[config.mk]
export PLATFORM = sky130hd
export DESIGN_NAME = selective_repeat_sender_core
export DESIGN_NICKNAME = d
export VERILOG_FILES = /design/src/design/srs_pkg.sv /design/src/design/srs_ram.sv /design/src/design/srs_seq_unit.sv /design/src/design/selective_repeat_sender_core.sv
export SDC_FILE = /design/constraint.sdc
export NUM_CORES = 2
export LEC_CHECK = 0
export BUFFER_PORTS_ARGS = -buffer_cell sky130_fd_sc_hd__buf_2
export CORE_MARGIN = 5
export CORE_UTILIZATION = 25
export DETAILED_ROUTE_END_ITERATION = 16
export GPL_TIMING_DRIVEN = 0
export PLACE_DENSITY = 0.4
export SYNTH_ARGS = -nofsm -noshare
export SYNTH_HDL_FRONTEND = slang
export SYNTH_SLANG_ARGS = --single-unit
[constraint.sdc]
create_clock -name clk_i -period 18.76 [get_ports clk_i]
set_input_delay 0 -clock clk_i [delete_from_list [all_inputs] [get_ports clk_i]]
set_output_delay 0 -clock clk_i [all_outputs]
set_load 0.05 [all_outputs]
[src/design/srs_pkg.sv]
`default_nettype none

package srs_pkg;

  // window and sequence space
  localparam int Window    = 4;
  localparam int SeqBits   = 16;
  localparam int Slots     = 2 * Window;
  localparam int SlotBits  = (Slots > 1) ? $clog2(Slots) : 1;
  localparam longint HalfSpace = longint'(1) << (SeqBits - 1);
  localparam longint EffWin    = (longint'(Window) < HalfSpace) ? longint'(Window) : HalfSpace;

  // stored message width: bytes 0-7, 8-15, 16-20
  localparam int Pay0Bits    = 64;
  localparam int Pay1Bits    = 64;
  localparam int Pay2Bits    = 40;
  localparam int PayloadBits = Pay0Bits + Pay1Bits + Pay2Bits;

  typedef logic [SeqBits-1:0]  seq_t;
  typedef logic [SlotBits-1:0] slot_t;

  localparam seq_t EffWinSeq = seq_t'(EffWin);

  // operation codes
  localparam logic [1:0] OP_SEND    = 2'd0;
  localparam logic [1:0] OP_ACK     = 2'd1;
  localparam logic [1:0] OP_TIMEOUT = 2'd2;

  typedef enum logic [1:0] {
    ST_IDLE,
    ST_EXEC,
    ST_SLIDE,
    ST_READ
  } state_e;

  typedef struct packed {
    logic [1:0]          op;
    logic [Pay0Bits-1:0] payload_0;
    logic [Pay1Bits-1:0] payload_1;
    logic [Pay2Bits-1:0] payload_2;
    seq_t                ack_number;
    logic                ack_checksum_ok;
    seq_t                expired_seq;
  } in_t;

  typedef struct packed {
    logic                accepted;
    logic                transmit;
    seq_t                tx_seq;
    logic [Pay0Bits-1:0] tx_payload_0;
    logic [Pay1Bits-1:0] tx_payload_1;
    logic [Pay2Bits-1:0] tx_payload_2;
    logic                timer_start;
    logic                timer_stop;
    seq_t                timer_seq;
    seq_t                window_base;
    logic                window_full;
  } out_t;

  // results of the shared sequence arithmetic unit
  typedef struct packed {
    seq_t outst;
    seq_t ack_dist;
    logic dist_lt;
    logic outst_lt_win;
    logic fills;
    seq_t base_inc;
    seq_t next_inc;
  } seq_res_t;

  function automatic slot_t slot_of(input seq_t seq);
    slot_of = slot_t'(seq % Slots);
  endfunction

endpackage

`default_nettype wire

[src/design/srs_ram.sv]
`default_nettype none

module srs_ram #(
  parameter int Width = 8,
  parameter int Depth = 8
) (
  input  wire logic                                    clk_i,
  input  wire logic                                    we_i,
  input  wire logic [((Depth > 1) ? $clog2(Depth) : 1)-1:0] waddr_i,
  input  wire logic [Width-1:0]                        wdata_i,
  input  wire logic                                    re_i,
  input  wire logic [((Depth > 1) ? $clog2(Depth) : 1)-1:0] raddr_i,
  output logic      [Width-1:0]                        rdata_o
);

  logic [Width-1:0] mem_q [Depth];
  logic [Width-1:0] rdata_q;

  // write port
  always_ff @(posedge clk_i) begin
    if (we_i) begin
      mem_q[waddr_i] <= wdata_i;
    end
  end

  // registered read port
  always_ff @(posedge clk_i) begin
    if (re_i) begin
      rdata_q <= mem_q[raddr_i];
    end
  end

  assign rdata_o = rdata_q;

endmodule

`default_nettype wire

[src/design/srs_seq_unit.sv]
`default_nettype none

module srs_seq_unit (
  input  wire logic            [srs_pkg::SeqBits-1:0] base_i,
  input  wire logic            [srs_pkg::SeqBits-1:0] next_i,
  input  wire logic            [srs_pkg::SeqBits-1:0] arg_i,
  output srs_pkg::seq_res_t                           res_o
);

  srs_pkg::seq_t outst;
  srs_pkg::seq_t ack_dist;
  srs_pkg::seq_t outst_inc;

  // distances relative to the window base, modulo the sequence space
  assign outst     = srs_pkg::seq_t'(next_i - base_i);
  assign ack_dist  = srs_pkg::seq_t'(arg_i - base_i);
  assign outst_inc = srs_pkg::seq_t'(outst + srs_pkg::seq_t'(1));

  assign res_o.outst        = outst;
  assign res_o.ack_dist     = ack_dist;
  assign res_o.dist_lt      = ack_dist < outst;
  assign res_o.outst_lt_win = outst < srs_pkg::EffWinSeq;
  assign res_o.fills        = outst_inc >= srs_pkg::EffWinSeq;
  assign res_o.base_inc     = srs_pkg::seq_t'(base_i + srs_pkg::seq_t'(1));
  assign res_o.next_inc     = srs_pkg::seq_t'(next_i + srs_pkg::seq_t'(1));

endmodule

`default_nettype wire

[src/design/selective_repeat_sender_core.sv]
// Selective-repeat ARQ sender core.
// Input channel (in_valid_i / in_stall_o / in_data_i) takes one event per
// transfer: op send stores and transmits the message if not full, op ack
// marks or slides the window, op timeout retransmits the stored slot. Each
// event yields exactly one result transfer on out_valid_o / out_stall_i /
// out_data_o, carrying transmit, timer commands, window base and full flag.
// The path from the input transfer to the loaded output register runs
// through the event register and state EXEC for send, ignored ack, ack
// above base and unknown op; a timeout adds state READ (registered read of
// the message store); an ack of the base adds state SLIDE, which slides the
// window by one to Window slots, one slot per cycle through the shared
// sequence unit. The input reopens in the cycle after the load.
// One event is processed at a time; in_stall_o is high from the transfer
// until the result is loaded. The output register holds one result, so an
// event can be taken while the previous result waits; a stalled receiver
// then holds the core in its last step without side effects. Reset clears
// base, next sequence, full flag, acknowledge marks and output valid; the
// message store is not cleared and needs no clearing pass.
`default_nettype none

module selective_repeat_sender_core (
  input  wire logic          clk_i,
  input  wire logic          rst_ni,
  input  wire logic          in_valid_i,
  output logic               in_stall_o,
  input  wire srs_pkg::in_t  in_data_i,
  output logic               out_valid_o,
  input  wire logic          out_stall_i,
  output srs_pkg::out_t      out_data_o
);

  srs_pkg::state_e           state_q, state_d;
  srs_pkg::in_t              item_q;
  srs_pkg::seq_t             base_q, base_d;
  srs_pkg::seq_t             next_q, next_d;
  logic                      full_q, full_d;
  logic [srs_pkg::Slots-1:0] marks_q, marks_d;
  srs_pkg::out_t             out_q, out_d;
  logic                      out_valid_q, out_valid_d;

  srs_pkg::out_t             res;
  logic                      finish;
  logic                      out_free;
  logic                      in_xfer;

  srs_pkg::seq_res_t         su;
  logic                      ram_we;
  logic                      ram_re;
  logic [srs_pkg::PayloadBits-1:0] ram_rdata;

  srs_pkg::slot_t            slot_next;
  srs_pkg::slot_t            slot_ack;
  srs_pkg::slot_t            slot_base;
  srs_pkg::slot_t            slot_exp;

  assign in_stall_o  = (state_q != srs_pkg::ST_IDLE);
  assign in_xfer     = in_valid_i && !in_stall_o;
  assign out_free    = !out_valid_q || !out_stall_i;
  assign out_valid_o = out_valid_q;
  assign out_data_o  = out_q;

  assign slot_next = srs_pkg::slot_of(next_q);
  assign slot_ack  = srs_pkg::slot_of(item_q.ack_number);
  assign slot_base = srs_pkg::slot_of(base_q);
  assign slot_exp  = srs_pkg::slot_of(item_q.expired_seq);

  // shared sequence arithmetic
  srs_seq_unit u_seq (
    .base_i (base_q),
    .next_i (next_q),
    .arg_i  (item_q.ack_number),
    .res_o  (su)
  );

  // message store, one slot per outstanding sequence number
  srs_ram #(
    .Width (srs_pkg::PayloadBits),
    .Depth (srs_pkg::Slots)
  ) u_store (
    .clk_i   (clk_i),
    .we_i    (ram_we),
    .waddr_i (slot_next),
    .wdata_i ({item_q.payload_0, item_q.payload_1, item_q.payload_2}),
    .re_i    (ram_re),
    .raddr_i (slot_exp),
    .rdata_o (ram_rdata)
  );

  // event register
  always_ff @(posedge clk_i) begin
    if (in_xfer) begin
      item_q <= in_data_i;
    end
  end

  // output payload register
  always_ff @(posedge clk_i) begin
    out_q <= out_d;
  end

  // control state
  always_ff @(posedge clk_i or negedge rst_ni) begin
    if (!rst_ni) begin
      state_q     <= srs_pkg::ST_IDLE;
      base_q      <= '0;
      next_q      <= '0;
      full_q      <= 1'b0;
      marks_q     <= '0;
      out_valid_q <= 1'b0;
    end else begin
      state_q     <= state_d;
      base_q      <= base_d;
      next_q      <= next_d;
      full_q      <= full_d;
      marks_q     <= marks_d;
      out_valid_q <= out_valid_d;
    end
  end

  // sequencer: next state, window update and result
  always_comb begin
    state_d     = state_q;
    base_d      = base_q;
    next_d      = next_q;
    full_d      = full_q;
    marks_d     = marks_q;
    out_d       = out_q;
    out_valid_d = out_valid_q && out_stall_i;
    ram_we      = 1'b0;
    ram_re      = 1'b0;
    finish      = 1'b0;
    res         = '0;

    unique case (state_q)
      srs_pkg::ST_IDLE: begin
        if (in_valid_i) begin
          state_d = srs_pkg::ST_EXEC;
        end
      end

      srs_pkg::ST_EXEC: begin
        if (out_free) begin
          unique case (item_q.op)
            srs_pkg::OP_SEND: begin
              finish = 1'b1;
              if (!full_q) begin
                res.accepted = 1'b1;
                if (su.outst_lt_win) begin
                  ram_we             = 1'b1;
                  marks_d[slot_next] = 1'b0;
                  res.transmit       = 1'b1;
                  res.tx_seq         = next_q;
                  res.tx_payload_0   = item_q.payload_0;
                  res.tx_payload_1   = item_q.payload_1;
                  res.tx_payload_2   = item_q.payload_2;
                  res.timer_start    = 1'b1;
                  res.timer_seq      = next_q;
                  next_d             = su.next_inc;
                  if (su.fills) begin
                    full_d = 1'b1;
                  end
                end
              end
            end
            srs_pkg::OP_ACK: begin
              finish = 1'b1;
              if (item_q.ack_checksum_ok && su.dist_lt) begin
                res.timer_stop = 1'b1;
                res.timer_seq  = item_q.ack_number;
                if (su.ack_dist == '0) begin
                  // base acknowledged: walk the window forward
                  marks_d[slot_ack] = 1'b1;
                  full_d            = 1'b0;
                  finish            = 1'b0;
                  state_d           = srs_pkg::ST_SLIDE;
                end else if (!marks_q[slot_ack]) begin
                  marks_d[slot_ack] = 1'b1;
                end else begin
                  res.timer_stop = 1'b0;
                  res.timer_seq  = '0;
                end
              end
            end
            srs_pkg::OP_TIMEOUT: begin
              ram_re  = 1'b1;
              state_d = srs_pkg::ST_READ;
            end
            default: begin
              finish = 1'b1;
            end
          endcase
        end
      end

      srs_pkg::ST_SLIDE: begin
        if (base_q != next_q && marks_q[slot_base]) begin
          marks_d[slot_base] = 1'b0;
          base_d             = su.base_inc;
        end else if (out_free) begin
          res.timer_stop = 1'b1;
          res.timer_seq  = item_q.ack_number;
          finish         = 1'b1;
        end
      end

      srs_pkg::ST_READ: begin
        if (out_free) begin
          res.transmit     = 1'b1;
          res.tx_seq       = item_q.expired_seq;
          res.tx_payload_0 = ram_rdata[srs_pkg::PayloadBits-1 -: srs_pkg::Pay0Bits];
          res.tx_payload_1 = ram_rdata[srs_pkg::Pay2Bits +: srs_pkg::Pay1Bits];
          res.tx_payload_2 = ram_rdata[srs_pkg::Pay2Bits-1:0];
          res.timer_start  = 1'b1;
          res.timer_seq    = item_q.expired_seq;
          finish           = 1'b1;
        end
      end

      default: begin
        state_d = srs_pkg::ST_IDLE;
      end
    endcase

    // load the output register with the finished result
    if (finish) begin
      res.window_base = base_d;
      res.window_full = full_d;
      out_d           = res;
      out_valid_d     = 1'b1;
      state_d         = srs_pkg::ST_IDLE;
    end
  end

  // the full flag means exactly a whole window is outstanding
  a_full_window : assert property (@(posedge clk_i) disable iff (!rst_ni)
    full_q |-> (srs_pkg::seq_t'(next_q - base_q) == srs_pkg::EffWinSeq))
    else $error("full flag set without a full window");

  // never more packets outstanding than the window holds
  a_outst_bound : assert property (@(posedge clk_i) disable iff (!rst_ni)
    srs_pkg::seq_t'(next_q - base_q) <= srs_pkg::EffWinSeq)
    else $error("outstanding count beyond window");

  // every transmit restarts a timer and no result both starts and stops one
  a_tx_timer : assert property (@(posedge clk_i) disable iff (!rst_ni)
    out_valid_o |-> (out_data_o.transmit == out_data_o.timer_start)
                    && !(out_data_o.timer_start && out_data_o.timer_stop))
    else $error("inconsistent timer command in result");

  // a taken event keeps the input side closed in the next cycle
  a_busy_after_xfer : assert property (@(posedge clk_i) disable iff (!rst_ni)
    (in_valid_i && !in_stall_o) |=> in_stall_o)
    else $error("input open right after a transfer");

endmodule

`default_nettype wire
== Word level (Yosys, flattened, before mapping) ==
Memories as Yosys holds them, arrays and structs flattened. A register that Yosys moved wholly into a read port is not among the register bits.
Index checks and enable logic that the tools add are counted.
Storage, ports and cells
  flip-flop bits (word level): 468
  output and inout port bits: 223
  bits in latches: 0
  RAM bits: 1344
  memories kept: 1
  logic and storage cells: 156
  bits of input ports: 207
  memory bits (read-only): 0
Operators by class
  multiplexer cells: 72
  divide/modulo/power cells: 0
  $add $sub $neg: 5
  equality and inequality tests: 18
  reductions and logical operators: 21
  order comparisons: 9
  shift-type cells: 0
  multipliers: 0
  bitwise gates (word level): 6
Memory list
  u_store.mem_q: words 8, width 168, read ports 1, clocked after Yosys merged registers in 1, write ports 1, RTL line srs_ram.sv:16  | logic [Width-1:0] mem_q [Depth];
Operators by type and width (count)
  $mux W186: 3
  $pmux W186 S2: 1
  $mux W203: 1
  $mux W187: 1
  $mux W17: 5
  $mux W16: 5
  $mux W8: 7
  $add A16 B1 Y16 const B: 3
  $pmux W16 S3: 1
  $pmux W16 S2: 1
  $pmux W8 S2: 2
  $sub A16 B16 Y16: 2
  $mux W1: 29
  $and A8 B8 Y8: 2
  $ge A16 B3 Y1 const B: 1
  $logic_not A16 Y1: 1
  $lt A16 B16 Y1: 1
  $lt A16 B3 Y1 const B: 1
  $ne A16 B16 Y1: 1
  $not A8 Y8: 2
  $ne A3 B3 Y1 const B: 5
  $lt A3 B4 Y1 const B: 3
  $ne A4 B4 Y1 const B: 3
  $mux W2: 5
  other kinds (23): 45

== Longest topological paths before layout ==
  word-level depth: 11
  mapped depth: 20
  gate-level depth less buffers: 19

== Hierarchy ==
A second synthesis with hierarchy kept.
Second synthesis, totals
  cells, all modules: 3409
  area total of the unflattened synthesis: 75311.0 µm²
By module, submodules not included
  srs_ram: sequential area each 45403.5 µm², area an instance 55361.8 µm², cells an instance 2123, instances 1
  selective_repeat_sender_core: sequential area each 13803.2 µm², area an instance 17506.8 µm², cells an instance 950, instances 1
  srs_seq_unit: sequential area each 0.0 µm², area an instance 2442.3 µm², cells an instance 336, instances 1

== Worst setup path after synthesis ==
No wires, ideal clock.
  kind: register -> register
  start: reg base_q[1]
  end: mem u_store.mem_q[1][0] in the netlist's numbering (enable)
  clock period less this slack: 15.736 ns
  required time: 17.859 ns
  data arrival time: 14.835 ns
  setup slack: 3.024 ns
  library setup time: 0.901 ns
  path buffers: 3
  cell stages (with the launch flop): 15
  cell sequence: dfrtp_1 > clkbuf_1 > inv_1 > fa_1 > a21o_1 > a221oi_4 > o31a_4 > o22ai_1 > o21bai_1 > or3_1 > nor4_1 > buf_2 > buf_2 > nand2_1 > nor3_1
On the way
  cells in the longest elaborated chain, start to end: 9
Ends and longest elaborated chain
  start: declaration: RTL line selective_repeat_sender_core.sv:34  | srs_pkg::seq_t base_q, base_d;
  start signal: assignment: RTL line selective_repeat_sender_core.sv:112  | base_q <= base_d;
  $sub A16 B16 Y16: RTL line srs_seq_unit.sv:15  | assign outst = srs_pkg::seq_t'(next_i - base_i);
  $lt A16 B3 Y1: RTL line srs_seq_unit.sv:22  | assign res_o.outst_lt_win = outst < srs_pkg::EffWinSeq;
  $mux W1: RTL line selective_repeat_sender_core.sv:148  | if (su.outst_lt_win) begin
  $mux W1: RTL line selective_repeat_sender_core.sv:146  | if (!full_q) begin
  $mux W1: RTL line selective_repeat_sender_core.sv:143  | unique case (item_q.op)
  $mux W1: RTL line selective_repeat_sender_core.sv:142  | if (out_free) begin
  $mux W1: RTL line selective_repeat_sender_core.sv:134  | unique case (state_q)
  $mux W1: RTL line srs_ram.sv:21  | if (we_i) begin
  $mux W1 (implied by the code): RTL line srs_ram.sv:22  | mem_q[waddr_i] <= wdata_i;
  end: declaration: RTL line srs_ram.sv:16
No other way between the ends.

== Final worst setup path ==
  start: reg base_q[1]
  end: mem u_store.mem_q[7][103] in the netlist's numbering (enable)
Same word-level chain as after synthesis.

==> summary.txt <==
Run
  • Max Cap Violations: 0

Routing
  • Post-route antenna net violation count: 0
  • DRC: 0
  • Via count: 40000
  • Overall routed net length: ~240 mm
  • Drt wl/cell: 27.3 um
  • Avg Vias per Cell: 4.53
  • Drt first pass iters: 5
  • DR iter-0 viols: 3213

Cells and area
  • Synthesis-to-finish area growth: 27.9%
  • Nets@finish: 4946
  • Share of layout cells above drive strength 1: a little under a third
  • Non-Filler Instances: 8830

Worst setup path
  • Crit. path cell count: 19
  • Worst EP arrival: 8.23 ns
  • CP bufs+invs: 9
  • CP endpoint kind: flop
  • Reg2reg setup slack: roughly 11 ns
  • Setup Crit Path Kind: flop to flop
  • Slowest stage delay, CP: 1.06 ns
  • Crit path top cell by count: buf_12
  • CP Launch Type: flop
  • Critical path origin: base_q[1]
  • Critical Path End: u_store.mem_q[7][103]
  • Max FO, Critical Path: 20
  • Worst EP required: 19.31 ns
  • R2r startpoint: base_q[1]
  • Crit path cell chain: clkbuf_1, inv_1, fa_1, a21o_1, a221oi_4, o31a_4, o22ai_1, o21bai_1, or3_1, nor4_1, buf_2, buf_2, nand2_1, nor2_4, buf_12, buf_12, buf_12, buf_12, buf_16
  • Reg2reg path depth: 19
  • Reg2reg end: u_store.mem_q[7][103]
  • CP top delay family: buffers and inverters
  • Slowest library cell on the worst path: nor4_1

Synth
  • Sequential share of the synthesized area: 78.6%
  • Synth unique cells: between 70 and 80
  • Number of synthesized flops with an enable pin: approximately 1900
  • Main synth FF type: edfxtp_1
  • Post-synth top area cell: edfxtp_1
  • Yosys top cell area share: around 77%
  • Mapped Cells: 3481
  • Post-synth net total: between 3000 and 4000
  • Mapped Area: 0.0753 mm2
  • Syn. warnings: 0
  • Fraction of registers with async set/reset: 2.22%
  • Mapped Avg Cell Area: 21.6 um2
  • FF+latch count, synth: 1979
  • Top post-synthesis cells by area: edfxtp_1 (77%), mux4_2 (10%), mux2_2 (2.5%), a22o_1 (2.1%), dfrtp_1 (1.5%)

Floorplan
  • Die ar.: between 0.3 and 0.4 mm2
  • Starting Density: approximately 25%
  • Core ar.: 0.300 mm2
  • Die Y: 559 um
  • Rows: 201
  • Die X: 559 um
  • I/O pin count: 430

Placed design
  • Post-DP HPWL: 158 mm
  • I/O Buffers: 429
  • Routability cong.: ~0.8
  • Placed insts: 8003

Clocking
  • TritonCTS buffer count: 224
  • Root buffer cell: clkbuf_16
  • Worst-Skew Late Latency: 0.89 ns
  • CTS tree: built
  • Number of gates resized after cts: 0
  • Hold_buf cts: 412
  • Clk buf depth: 4
  • Setup Fix Bufs, Post-CTS: 0
  • Clk sinks: 1979
  • H-tree levels: 4
  • Worst-path clk slew: 0.06 ns

STA
  • Final Hold Fails: 0
  • Count of final setup violators: 0
  • Fin crit period: 7.67 ns
  • Final period utilization: slightly above 40%
  • RSZ-0062 raised after global routing: false
  • Final TNS setup: 0 ns
  • Rel. slew slack: under 10%
  • F_max: 130 MHz
  • Worst-margin pin slew: between 1 and 1.5 ns
  • Final Slew Violations: 0
  • Clock Skew: roughly 0.054 ns

Outcome
  • Status: finished, final reports clean

Power and ir drop
  • Leakage power: 31.7 nW
  • Pwr dens: 139 mW/mm2
  • Tot Pwr: 13.4 mW
  • Worst IR Drop VDD: 0.121 mV

GRT
  • Total track usage: ~15%
  • Congestion Overflow GR: 0
  • Largest net degree at the start of global routing: 74
  • Initial antenna violation count: 24
  • Vias in the first global route: 41500
  • First-pass GRT wire length: 332 mm

Worst hold path
  • Hold Path Class: input port to async pin
==> cell usage in the layout (no fill, tap or decap), drive strengths merged, types with 24 or more instances in the layout <==
master,Yosys,routed
buf,56,620
clkinv,0,100
xnor2,31,31
clkbuf,123,392
inv,47,55
nand3,25,25
edfxtp,1935,1935
nand2,50,50
bufinv,0,24
mux4,338,338
dlygate4sd3,0,411
a21oi,27,27
mux2,170,170
a22o,183,183
o21ai,38,38
nor2,54,54
nor3,29,29
a221oi,35,35
ha,54,54
dfrtp,44,44
==> cell families (layout without fill, tap and decap cells) <==
| logic type | after synthesis | count (layout) | share of synthesized area, % |
|---|---|---|---|
| AOI/OAI and AO/OA | 393 | 393 | 4.13 |
| muxes | 515 | 515 | 12.7 |
| other | 0 | 4 | 0 |
| buffers and inverters | 226 | 1613 | 1.17 |
| xor gates and xnor gates | 43 | 43 | 0.510 |
| adders and majority gates | 56 | 56 | 0.950 |
| DFF | 1979 | 1979 | 78.6 |
| and+or+nand+nor | 269 | 269 | 1.89 |
==> report_power, final <==
| part | switching, mW | internal, mW |
|---|---|---|
| logic | 2.20 | 0.946 |
| registers | 0.348 | 5.55 |
| clock network | 1.84 | 2.55 |
| total | 4.39 | 9.04 |
==> cell usage after synthesis, drive strengths merged, types with 3 or more instances <==
master	number
edfxtp	1935
mux4	338
a22o	183
mux2	170
clkbuf	123
buf	56
ha	54
nor2	54
nand2	50
inv	47
dfrtp	44
o21ai	38
a221oi	35
xnor2	31
nor3	29
a21oi	27
nand3	25
a211oi	21
nand4	19
and3	18
o22ai	17
nor4	14
xor2	12
and2	10
or3	10
nand2b	9
nor2b	9
a21o	8
o21a	8
o31ai	8
mux2i	7
o21bai	7
a311oi	5
or4	5
o311ai	4
o32ai	4
or2	4
a21boi	3
a31oi	3
and4	3
nand4b	3
o211ai	3
o31a	3
==> how the worst min path moves through the flow <==
stage                              start     endpoint  depth (start not counted)
after floorplan                   rst_ni    base_q[0]                          0
after global placement    in_data_i[132]  item_q[132]                          1
after detailed placement  in_data_i[131]  item_q[131]                          1
after CTS                         rst_ni   base_q[14]                          4
after global routing              rst_ni   base_q[12]                          4
final                             rst_ni   base_q[10]                          4
==> flip-flops by register name (all words and copies together) (netlist names) <==
name             flops
u_store.mem_q     1344
out_data_o         220
marks_q              8
out_valid_o          1
state_q              2
next_q              16
item_q             203
u_store.rdata_o    168
full_q               1
base_q              16
==> area by class of cell <==
type / count / area [um2]
Fill cell: 28900 / 204000
Multi-Input combinational cell: 1276 / 15300
Clock buffer: 268 / 5820
Inverter: 47 / 184
Sequential cell: 1979 / 59200
Tap cell: 3958 / 4950
Clock inverter: 143 / 1480
Antenna cell: 4 / 10.0
Timing Repair Buffer: 976 / 8640
Buffer: 179 / 738
==> metal layers <==
| metal | part of all wire (%) | GRT usage [%] | vias up | wire, um |
|---|---|---|---|---|
| li1 | - | - | 17100 | - |
| met4 | 2.1 | 3.28 | 2 | 5000 |
| met3 | 4.6 | 1.87 | 285 | 11000 |
| met2 | 47 | 24.4 | 1136 | 112000 |
| met5 | 0.0054 | 0 | - | 13 |
| met1 | 47 | 21.7 | 21500 | 112000 |
==> tightest hold or removal path: stages <==
cell,delay [ns]
dlygate4sd3_1,0.52
dlygate4sd3_1,0.55
buf_2,0.18
buf_16,0.24
==> metrics by stage <==
stage	instance area, um2	setup WS (ns)	utilization (%)	hold WS [ns]
after floorplan	75300	3.02	-	-0.296
final	96300	11.09	32.1	0.264
after detailed placement	84900	11.13	28.3	0.178
after CTS	96300	11.12	32.1	0.186
after global placement	82400	-16.70	27.5	0.176
after global routing	96300	10.77	32.1	0.242
(Power assumes the default switching activity.)
